[config.mk]
export PLATFORM = sky130hd
export DESIGN_NAME = nbl_ctrl
export DESIGN_NICKNAME = d
export VERILOG_FILES = /design/src/rtl/nbl_pkg.sv /design/src/rtl/nbl_ctrl.sv
export VERILOG_INCLUDE_DIRS = /design/src /design/src/rtl
export SDC_FILE = /design/constraint.sdc
export NUM_CORES = 1
export LEC_CHECK = 0
export ABC_AREA = 1
export BUFFER_PORTS_ARGS = -buffer_cell sky130_fd_sc_hd__buf_4
export CAP_MARGIN = 20
export CORE_AREA = 2 2 39 41
export DETAILED_ROUTE_END_ITERATION = 6
export DIE_AREA = 0 0 41 43
export PLACE_DENSITY_LB_ADDON = 0.15
export SYNTH_ARGS = -nofsm -noshare
export SYNTH_HDL_FRONTEND = slang
export SYNTH_SLANG_ARGS = --single-unit
[constraint.sdc]
create_clock -name clk -period 1.4 [get_ports clk]
set_input_delay 0.21 -clock clk [delete_from_list [all_inputs] [get_ports clk]]
set_output_delay 0.21 -clock clk [all_outputs]
set_load 0.005 [all_outputs]
[src/rtl/assert_macros.svh]
// ---------------------------------------------------------------------------
// assert_macros.svh
// Assertion wrappers; bodies drop out when SYNTH is defined.
// ---------------------------------------------------------------------------
`ifndef ASSERT_MACROS_SVH
`define ASSERT_MACROS_SVH

`ifndef SYNTH
`define NBL_ASSERT(lbl, clk, rst, prop) \
  lbl: assert property (@(posedge clk) disable iff (rst) prop) \
    else $error("assertion failed");
`define NBL_ASSERT_NR(lbl, clk, prop) \
  lbl: assert property (@(posedge clk) prop) else $error("assertion failed");
`else
`define NBL_ASSERT(lbl, clk, rst, prop)
`define NBL_ASSERT_NR(lbl, clk, prop)
`endif

`endif

[src/rtl/nbl_pkg.sv]
// ---------------------------------------------------------------------------
// nbl_pkg
// Shared types, constants and bit functions for the newline bitmap block.
// ---------------------------------------------------------------------------
package nbl_pkg;

  localparam int WORD_W     = 64;
  localparam int BIT_IDX_W  = 6;
  localparam int OFF_W      = 16;
  localparam int WORD_IDX_W = OFF_W - BIT_IDX_W;
  localparam int MAX_WORDS  = 1 << WORD_IDX_W;
  localparam int NUM_W      = 17;
  localparam int CNT_W      = BIT_IDX_W + 1;

  localparam logic KIND_MARK   = 1'b0;
  localparam logic KIND_LOCATE = 1'b1;

  typedef enum logic [2:0] {
    ST_CLEAR,
    ST_IDLE,
    ST_MARK_RD,
    ST_MARK_WR,
    ST_SCAN,
    ST_DRAIN,
    ST_DONE
  } state_t;

  typedef struct packed {
    logic load;      // capture the input item
    logic clr_wr;    // write a zero word at the sweep counter
    logic mark_rd;   // read the word holding the mark position
    logic mark_wr;   // write that word back with the bit set
    logic scan_rd;   // read the word at the sweep counter
    logic out_load;  // move the locate result into the output register
  } cmd_t;

  typedef struct packed {
    logic clr_last;  // counter sits on the last map word
    logic scan_last; // counter sits on the last word of this scan
    logic out_busy;  // output register full and not taken this cycle
  } status_t;

  function automatic logic [CNT_W-1:0] popcount(input logic [WORD_W-1:0] w);
    logic [CNT_W-1:0] n;
    n = '0;
    for (int i = 0; i < WORD_W; i++) begin
      n = n + CNT_W'(w[i]);
    end
    return n;
  endfunction

  function automatic logic [BIT_IDX_W-1:0] top_bit(input logic [WORD_W-1:0] w);
    logic [BIT_IDX_W-1:0] p;
    p = '0;
    for (int i = 0; i < WORD_W; i++) begin
      if (w[i]) begin
        p = BIT_IDX_W'(i);
      end
    end
    return p;
  endfunction

endpackage

[src/rtl/nbl_ctrl.sv]
// ---------------------------------------------------------------------------
// nbl_ctrl
// Sequencer: clearing pass, mark read-modify-write, locate scan.
// ---------------------------------------------------------------------------
`include "assert_macros.svh"

module nbl_ctrl import nbl_pkg::*; (
  input  logic    clk,
  input  logic    rst,
  input  logic    in_valid,
  input  logic    in_kind,
  output logic    in_ready,
  input  status_t status,
  output cmd_t    cmd
);

  state_t state, state_next;

  always_ff @(posedge clk) begin
    if (rst) begin
      state <= ST_CLEAR;
    end else begin
      state <= state_next;
    end
  end

  always_comb begin
    state_next = state;
    cmd        = '0;
    in_ready   = 1'b0;
    case (state)
      ST_CLEAR: begin
        cmd.clr_wr = 1'b1;
        if (status.clr_last) begin
          state_next = ST_IDLE;
        end
      end
      ST_IDLE: begin
        in_ready = 1'b1;
        if (in_valid) begin
          cmd.load   = 1'b1;
          state_next = (in_kind == KIND_LOCATE) ? ST_SCAN : ST_MARK_RD;
        end
      end
      ST_MARK_RD: begin
        cmd.mark_rd = 1'b1;
        state_next  = ST_MARK_WR;
      end
      ST_MARK_WR: begin
        cmd.mark_wr = 1'b1;
        state_next  = ST_IDLE;
      end
      ST_SCAN: begin
        cmd.scan_rd = 1'b1;
        if (status.scan_last) begin
          state_next = ST_DRAIN;
        end
      end
      ST_DRAIN: begin
        state_next = ST_DONE;
      end
      ST_DONE: begin
        if (!status.out_busy) begin
          cmd.out_load = 1'b1;
          state_next   = ST_IDLE;
        end
      end
      default: begin
        state_next = ST_IDLE;
      end
    endcase
  end

  `NBL_ASSERT(a_clear_ends, clk, rst, (state == ST_CLEAR && status.clr_last) |=> state == ST_IDLE)
  `NBL_ASSERT(a_no_overwrite, clk, rst, cmd.out_load |-> !status.out_busy)
  `NBL_ASSERT(a_mark_rmw, clk, rst, cmd.mark_rd |=> cmd.mark_wr)
  `NBL_ASSERT(a_scan_drains, clk, rst, (cmd.scan_rd && status.scan_last) |=> state == ST_DRAIN)

endmodule

# Yosys cells after proc, flatten, opt, wreduce, memory -nomap -nowiden
# Cells that the tools add are included.
# word_totals
ff_bits	3
latch_bits	0
mem_bits_rw	0
rom_bits	0
out_inout_bits	7
mem_count	0
# op_classes
addsub	0
mul	0
n_div	0
order_cmp	0
n_eq_ne	10
shifts	0
muxes	15
bitwise	0
reduce_logical	2
# op_table
operator	count
$pmux W3 S6	1
$mux W3	5
$eq A3 B3 Y1 const B	3
$mux W1	9
$ne A2 B2 Y1 const B	4
$eq A3 B2 Y1 const B	2
$reduce_and A4 Y1	1
$eq A3 B1 Y1 const B	1
$logic_not A3 Y1	1

# Longest topological paths before layout
# Gate-level depths: netlist of run 1.
# depth
depth_word	3
depth_mapped	8
depth_no_buf	8

# Worst setup path after synthesis of run 1
# Ideal clock, no wire load.
# synth_timing
path_kind	register to register
start	register state[0]
end	register state[1]
setup_ns	0.113
arrival_ns	0.900
t_required_ns	1.287
path_slack_ns	0.388
stages_incl_launch_ff	8
period_less_slack_ns	1.012
cell_sequence	dfxtp_1 -> inv_1 -> nor2_1 -> nand3_1 -> nand2_1 -> nor2_2 -> nor2_1 -> nor2_1
# synth_via
elab_chain_cells	3
elab_cells_between_ends	12
# synth_rtl
element	line	source
start: declaration	nbl_ctrl.sv:17	state_t state, state_next;
start signal: assignment	nbl_ctrl.sv:23	state <= state_next;
$eq A3 B3 Y1 (tied with other cells)	nbl_ctrl.sv:31	case (state)
$ne A2 B2 Y1 (no source line)	-	
$reduce_and A4 Y1 (no source line)	-	
# Parallel ways exist; a longest one is shown, timed or not.
# A chain may end at the register's enable or synchronous reset.

==> results.ini, run 1 <==
[routing]
dr.pass1.iters=7
routed_wl_um=633
wire_per_inst_um=8.33
dr_total_vias=313
via_per_inst=4.12
drc=0
ant_nets=0
drt_first_iter_violations=10

[worst_setup_path]
cp.required_ns=1.19
rr_startpoint=state[0]$_SDFFE_PP0P_
r2r_slack_ns=0.24
worstPathArrival_ns=1.13
path_class=reg2out
ff2ff_path_depth=7
worstPathMaxFanout=6
r2r_end=state[2]$_SDFFE_PP0P_
start_kind=flop
startpoint=state[2]$_SDFFE_PP0P_
critPathCaptureType=output pin

[cells_and_area]
fin_area_sq_um=383
syn_to_final_growth_pct=60.2
nets=68
reg_top3=state (3)
diodes=0
top_register=state
final_cells=76
largest_register_ffs=3
drive_above_1_share_pct=31.7

[global_route]
busiest_layer=met2
grtUsageMet2_pct=11.9
grt_overflow_total=0
grtUsageMet1_pct=8.63
grt_first_pass_wirelength_um=938
antenna_found_initial=0
grt_usage_pct=8.12
grt_max_degree=7
first_global_vias=270
globalRouteMet3Util_pct=3.66

[sta]
hold_viol_final=0
slew_headroom_pct=83.5
worst_pin_slew_ns=0.246
whs_ns=0.155
fin_crit_sh_pct=95.5
final_max_slew_viol_count=0
post-route-min-period_ns=1.34
grt_setup_unrepaired=yes
clock_skew_ns=0.000196
setup_viol=0
clock.fmax_mhz=748

[logic_synthesis]
seq_area_frac_synth_pct=25.1
avgSynthCellArea_sq_um=5.56
synth_cells=43
yosysUniqueCellTypes=12
synth.net_count=50
ys_seq_elements=3
synth_warnings=0
mappedNetlistArea_sq_um=239

[clock_tree]
clk_pin_slew_ns=0.04
clk_latency_ns=0.23
cts_tree=done
cts_buffers=3
cts_num_sinks=3
post_cts_buffers=0
cts_buffer_depth=2
h-tree-depth=1
post_cts_resize_count=0
cts_root_buf=clkbuf_4
hold_buffers=0

[power]
p_per_area_nw_per_um2=1870
p_total_uw=716
p_leak_uw=0.000211
peakVddDrop_mv=0.593

[worst_hold_path]
min_path_cells=2
hold_start=rst
min_to=state[0]$_SDFFE_PP0P_
min_path_type=in2reg

[die]
io_pins=14
dieArea_sq_um=1760
die_w_um=41
coreArea_sq_um=1380
fp.dieH_um=43
rows=14
start_util_pct=17.3

[placed_design]
io_buffer_count=13
dp_cells=72
placed_area_sq_um=357
place.detailed.hpwl_um=550
place_congestion=0.706

[job]
cap_violations=0

[status]
status=complete, no violations

[cell type report]
type                            count  area (sq um)
Multi-Input combinational cell     31           141
Fill cell                         178          1000
Clock buffer                        4          26.3
Tap cell                           16          20.0
Sequential cell                     3          60.1
Timing Repair Buffer               14           105
Inverter                            8          30.0
[metrics by stage]
stage | util (%) | setup slack (ns) | setup TNS (ns)
detailed placement | 25.8 | 0.229 | 0
finish | 27.7 | 0.0635 | 0
global route | 27.7 | -0.0453 | -0.0950
CTS | 27.7 | 0.0330 | 0
floorplan | - | 0.388 | 0
global placement | 25.8 | 0.208 | 0
[Yosys cell counts]
| master | number | share of area [%] |
|---|---|---|
| a21oi_1 | 3 | 6.3 |
| buf_4 | 1 | 3.1 |
| dfxtp_1 | 3 | 25 |
| inv_1 | 8 | 13 |
| nand2_1 | 10 | 16 |
| nand3_1 | 4 | 8.4 |
| nand4_1 | 1 | 2.6 |
| nor2_1 | 5 | 7.9 |
| nor2_2 | 2 | 5.2 |
| nor3_1 | 4 | 8.4 |
| nor4_1 | 1 | 2.6 |
| o21ai_0 | 1 | 2.1 |
[worst max path at each step]
| stage | slack (ns) | endpoint | depth (start not counted) |
|---|---|---|---|
| floorplan | 0.39 | state[1]$_SDFFE_PP0P_ | 7 |
| global placement | 0.21 | state[2]$_SDFFE_PP0P_ | 7 |
| detailed placement | 0.23 | state[2]$_SDFFE_PP0P_ | 6 |
| CTS | 0.03 | cmd[0] | 3 |
| global route | -0.05 | cmd[3] | 3 |
| finish | 0.06 | cmd[0] | 3 |
[logic make-up (layout without fill, tap and decap cells)]
logic type | after synthesis | after routing | share of synthesized area (%)
AND/OR/NAND/NOR | 27 | 27 | 50.8
buffers and inverters | 9 | 26 | 15.7
AO/OA/AOI/OAI | 4 | 4 | 8.37
flip-flops | 3 | 3 | 25.1
[power breakdown]
group          internal [uW]  switching, uW  leakage (uW)
Sequential               119           44.1     0.0000248
Clock                    107           42.5     0.0000150
Combinational            185            219      0.000171
[metal layers]
metal | share of wire (%) | wire, um
met1 | 40 | 253
met2 | 50 | 316
met3 | 9.8 | 62
met4 | 0 | 0
met5 | 0 | 0
[worst max-delay path: stages, from the launching register on]
cell	delay, ns
dfxtp_1	0.40
inv_1	0.11
nor4_1	0.24
buf_4	0.15
[placed cells by master (no fill, tap or decap), drive strengths merged]
cell type   n
nor2        7
buf        14
nand4       1
nand2      10
o21ai       1
nand3       4
inv         8
nor4        1
a21oi       3
nor3        4
dfxtp       3
clkbuf      4
No activity file was read; power rests on OpenSTA's default activity.
==> run 2: changes to the inputs <==
clock period = 1.1 ns   (was 1.4 ns; I/O delays follow)
==> run 2 against run 1 <==
  * The run now ends with negative setup slack left
  * Global-route usage grew 3.0 points
  * Count of clock-buffer cells in the layout is the same
  * Via count grew 18%
  * Non-clock buffer count grew 12
  * Cell count grew 16%
  * Sequential power grew 64%
  * First-iteration DRC count shrank 70%
  * Core utilization grew 16 points
  * Critical endpoint unchanged
  * Largest cell class is now buffers
==> results.ini, run 2 (synthesized netlist as in run 1, its figures left out) <==
[global_route]
grt_usage_pct=11.1  ; +3.0 points
first_global_vias=338  ; +25%
antenna_found_initial=0  ; unchanged
grt_overflow_total=0  ; unchanged
grt_first_pass_wirelength_um=1280  ; +37%
grt_max_degree=10  ; +3

[cells_and_area]
top_register=state
final.fill_count=146  ; -18%
diodes=0  ; unchanged
final_cell_mix=buf_4 (20), nand2_1 (7), nor2_1 (5), inv_1 (5)
reg_top3=state (3)
syn_to_final_growth_pct=153
final_cells=88  ; +16%
fin_util_pct=43.8  ; +16 points
layout_commonest_cell=buf_4
drive_above_1_share_pct=63.9  ; +32 points
nets=80  ; +18%
largest_register_ffs=3  ; unchanged

[clock_tree]
cts_buffer_depth=2  ; unchanged
cts_buffers=3  ; unchanged
clk_latency_ns=0.23  ; about the same
cts_tree=done
h-tree-depth=1  ; unchanged
cts_num_sinks=3  ; unchanged
cts_root_buf=clkbuf_4
clk_pin_slew_ns=0.04  ; about the same

[worst_hold_path]
min_path_cells=2  ; unchanged
min_path_type=in2reg
min_to=state[0]$_SDFFE_PP0P_
hold_start=rst

[power]
p_per_area_nw_per_um2=2530  ; +35%
peakVddDrop_mv=0.768  ; +30%
p_total_uw=1530  ; +110%
p_leak_uw=0.000298  ; +41%

[die]
fp.dieH_um=43  ; unchanged
coreArea_sq_um=1380  ; unchanged
dieArea_sq_um=1760  ; unchanged
start_util_pct=17.3  ; unchanged
die_w_um=41  ; unchanged
rows=14  ; unchanged
io_pins=14  ; unchanged

[job]
cap_violations=0  ; unchanged

[worst_setup_path]
critPathCaptureType=output pin
worstPathMaxFanout=6  ; unchanged
worstPathArrival_ns=1.06  ; -0.07 ns
ff2ff_path_depth=6  ; -1
cp.required_ns=0.94  ; -0.25 ns
r2r_slack_ns=0  ; -0.24 ns
start_kind=flop
path_class=reg2out
rr_startpoint=state[2]$_SDFFE_PP0P_
r2r_end=state[2]$_SDFFE_PP0P_

[sta]
clock.fmax_mhz=818
slew_headroom_pct=87.7  ; +4.2 points
fin_crit_sh_pct=111
setup_viol=7  ; +7
post-route-min-period_ns=1.22
whs_ns=0.108  ; -0.0467 ns
final_max_slew_viol_count=0  ; unchanged
fin_ws_ns=-0.122  ; -0.186 ns
clock_skew_ns=0.00341  ; +0.00322 ns
worst_pin_slew_ns=0.183  ; -0.0632 ns
hold_viol_final=0  ; unchanged
grt_setup_unrepaired=yes

[placed_design]
dp_cells=79  ; +9.7%
dpl_worst_slack_ns=-0.0307  ; -0.259 ns
place_congestion=0.686  ; -2.8%
io_buffer_count=13  ; unchanged
place.detailed.hpwl_um=591  ; +7.6%

[routing]
via_per_inst=4.20  ; +2.1%
wire_per_inst_um=9.77  ; +17%
dr_total_vias=370  ; +18%
ant_nets=0  ; unchanged
routed_wl_um=860  ; +36%
dr.pass1.iters=2  ; -5
drt_first_iter_violations=3  ; -7
drc=0  ; unchanged

[status]
status=finished with violations
violations=negative setup slack

-- run 2: cell types whose count changed in the layout (fill, tap and decap cells not counted), sizes merged --
cell,change
buf,+11
clkbuf,+1
-- run 2: layout make-up --
type,instances,area (sq um),share of cell area (%)
inverter,8,37.5,6.20
clock buffer,4,26.3,4.34
multi-input combinational,31,215,35.5
sequential,3,71.3,11.8
timing repair buffer,26,235,38.8
tap,16,20.0,3.31
-- run 2: what timing repair did --
item / CTS / global route
setup buffers: 1 / 3
endpoints found under the setup margin: 10 / 10
hold buffers: 0 / 0
gates cloned: 0 / 1
resized for setup: 14 / 19
pin swaps: 2 / 4
-- run 2: worst max path at each step --
stage,startpoint,endpoint,slack (ns),depth (start not counted)
6_report,state[1]$_SDFFE_PP0P_,cmd[0],-0.12,3
5_1_grt,state[1]$_SDFFE_PP0P_,cmd[0],-0.17,3
4_1_cts,state[0]$_SDFFE_PP0P_,cmd[0],-0.16,3
3_5_place_dp,state[1]$_SDFFE_PP0P_,state[0]$_SDFFE_PP0P_,-0.03,6
3_3_place_gp,state[1]$_SDFFE_PP0P_,state[1]$_SDFFE_PP0P_,-0.07,7
2_1_floorplan,state[0]$_SDFFE_PP0P_,state[1]$_SDFFE_PP0P_,0.09,7
-- run 2: worst max-delay path, stage by stage (launching register included) --
cell and delay (ns):
dfxtp_4 0.39, inv_6 0.06, nor4_4 0.24, buf_4 0.14
-- run 2: where the power goes --
| group | leakage (uW) | internal, uW | total [uW] | switching, uW |
|---|---|---|---|---|
| sequential | 0.0000267 | 175 | 267 | 92.4 |
| combinational | 0.000257 | 600 | 1070 | 472 |
| clock | 0.0000150 | 136 | 192 | 56.2 |
| total | 0.000298 | 911 | 1530 | 621 |
-- run 2: metrics by stage --
step           cell area, sq um  setup TNS, ns
2_1_floorplan               239              0
3_5_place_dp                409        -0.0707
5_1_grt                     606          -1.15
3_3_place_gp                409         -0.178
4_1_cts                     490         -0.804
6_report                    606         -0.613
-- run 2: routing by layer --
metal  up-vias  track usage [%]  wire (um)
met1       164             11.5        325
met2         8             17.8        493
met5         -                0          0
met4         0             8.00          0
li1        198                -          -
met3         0             3.14         41
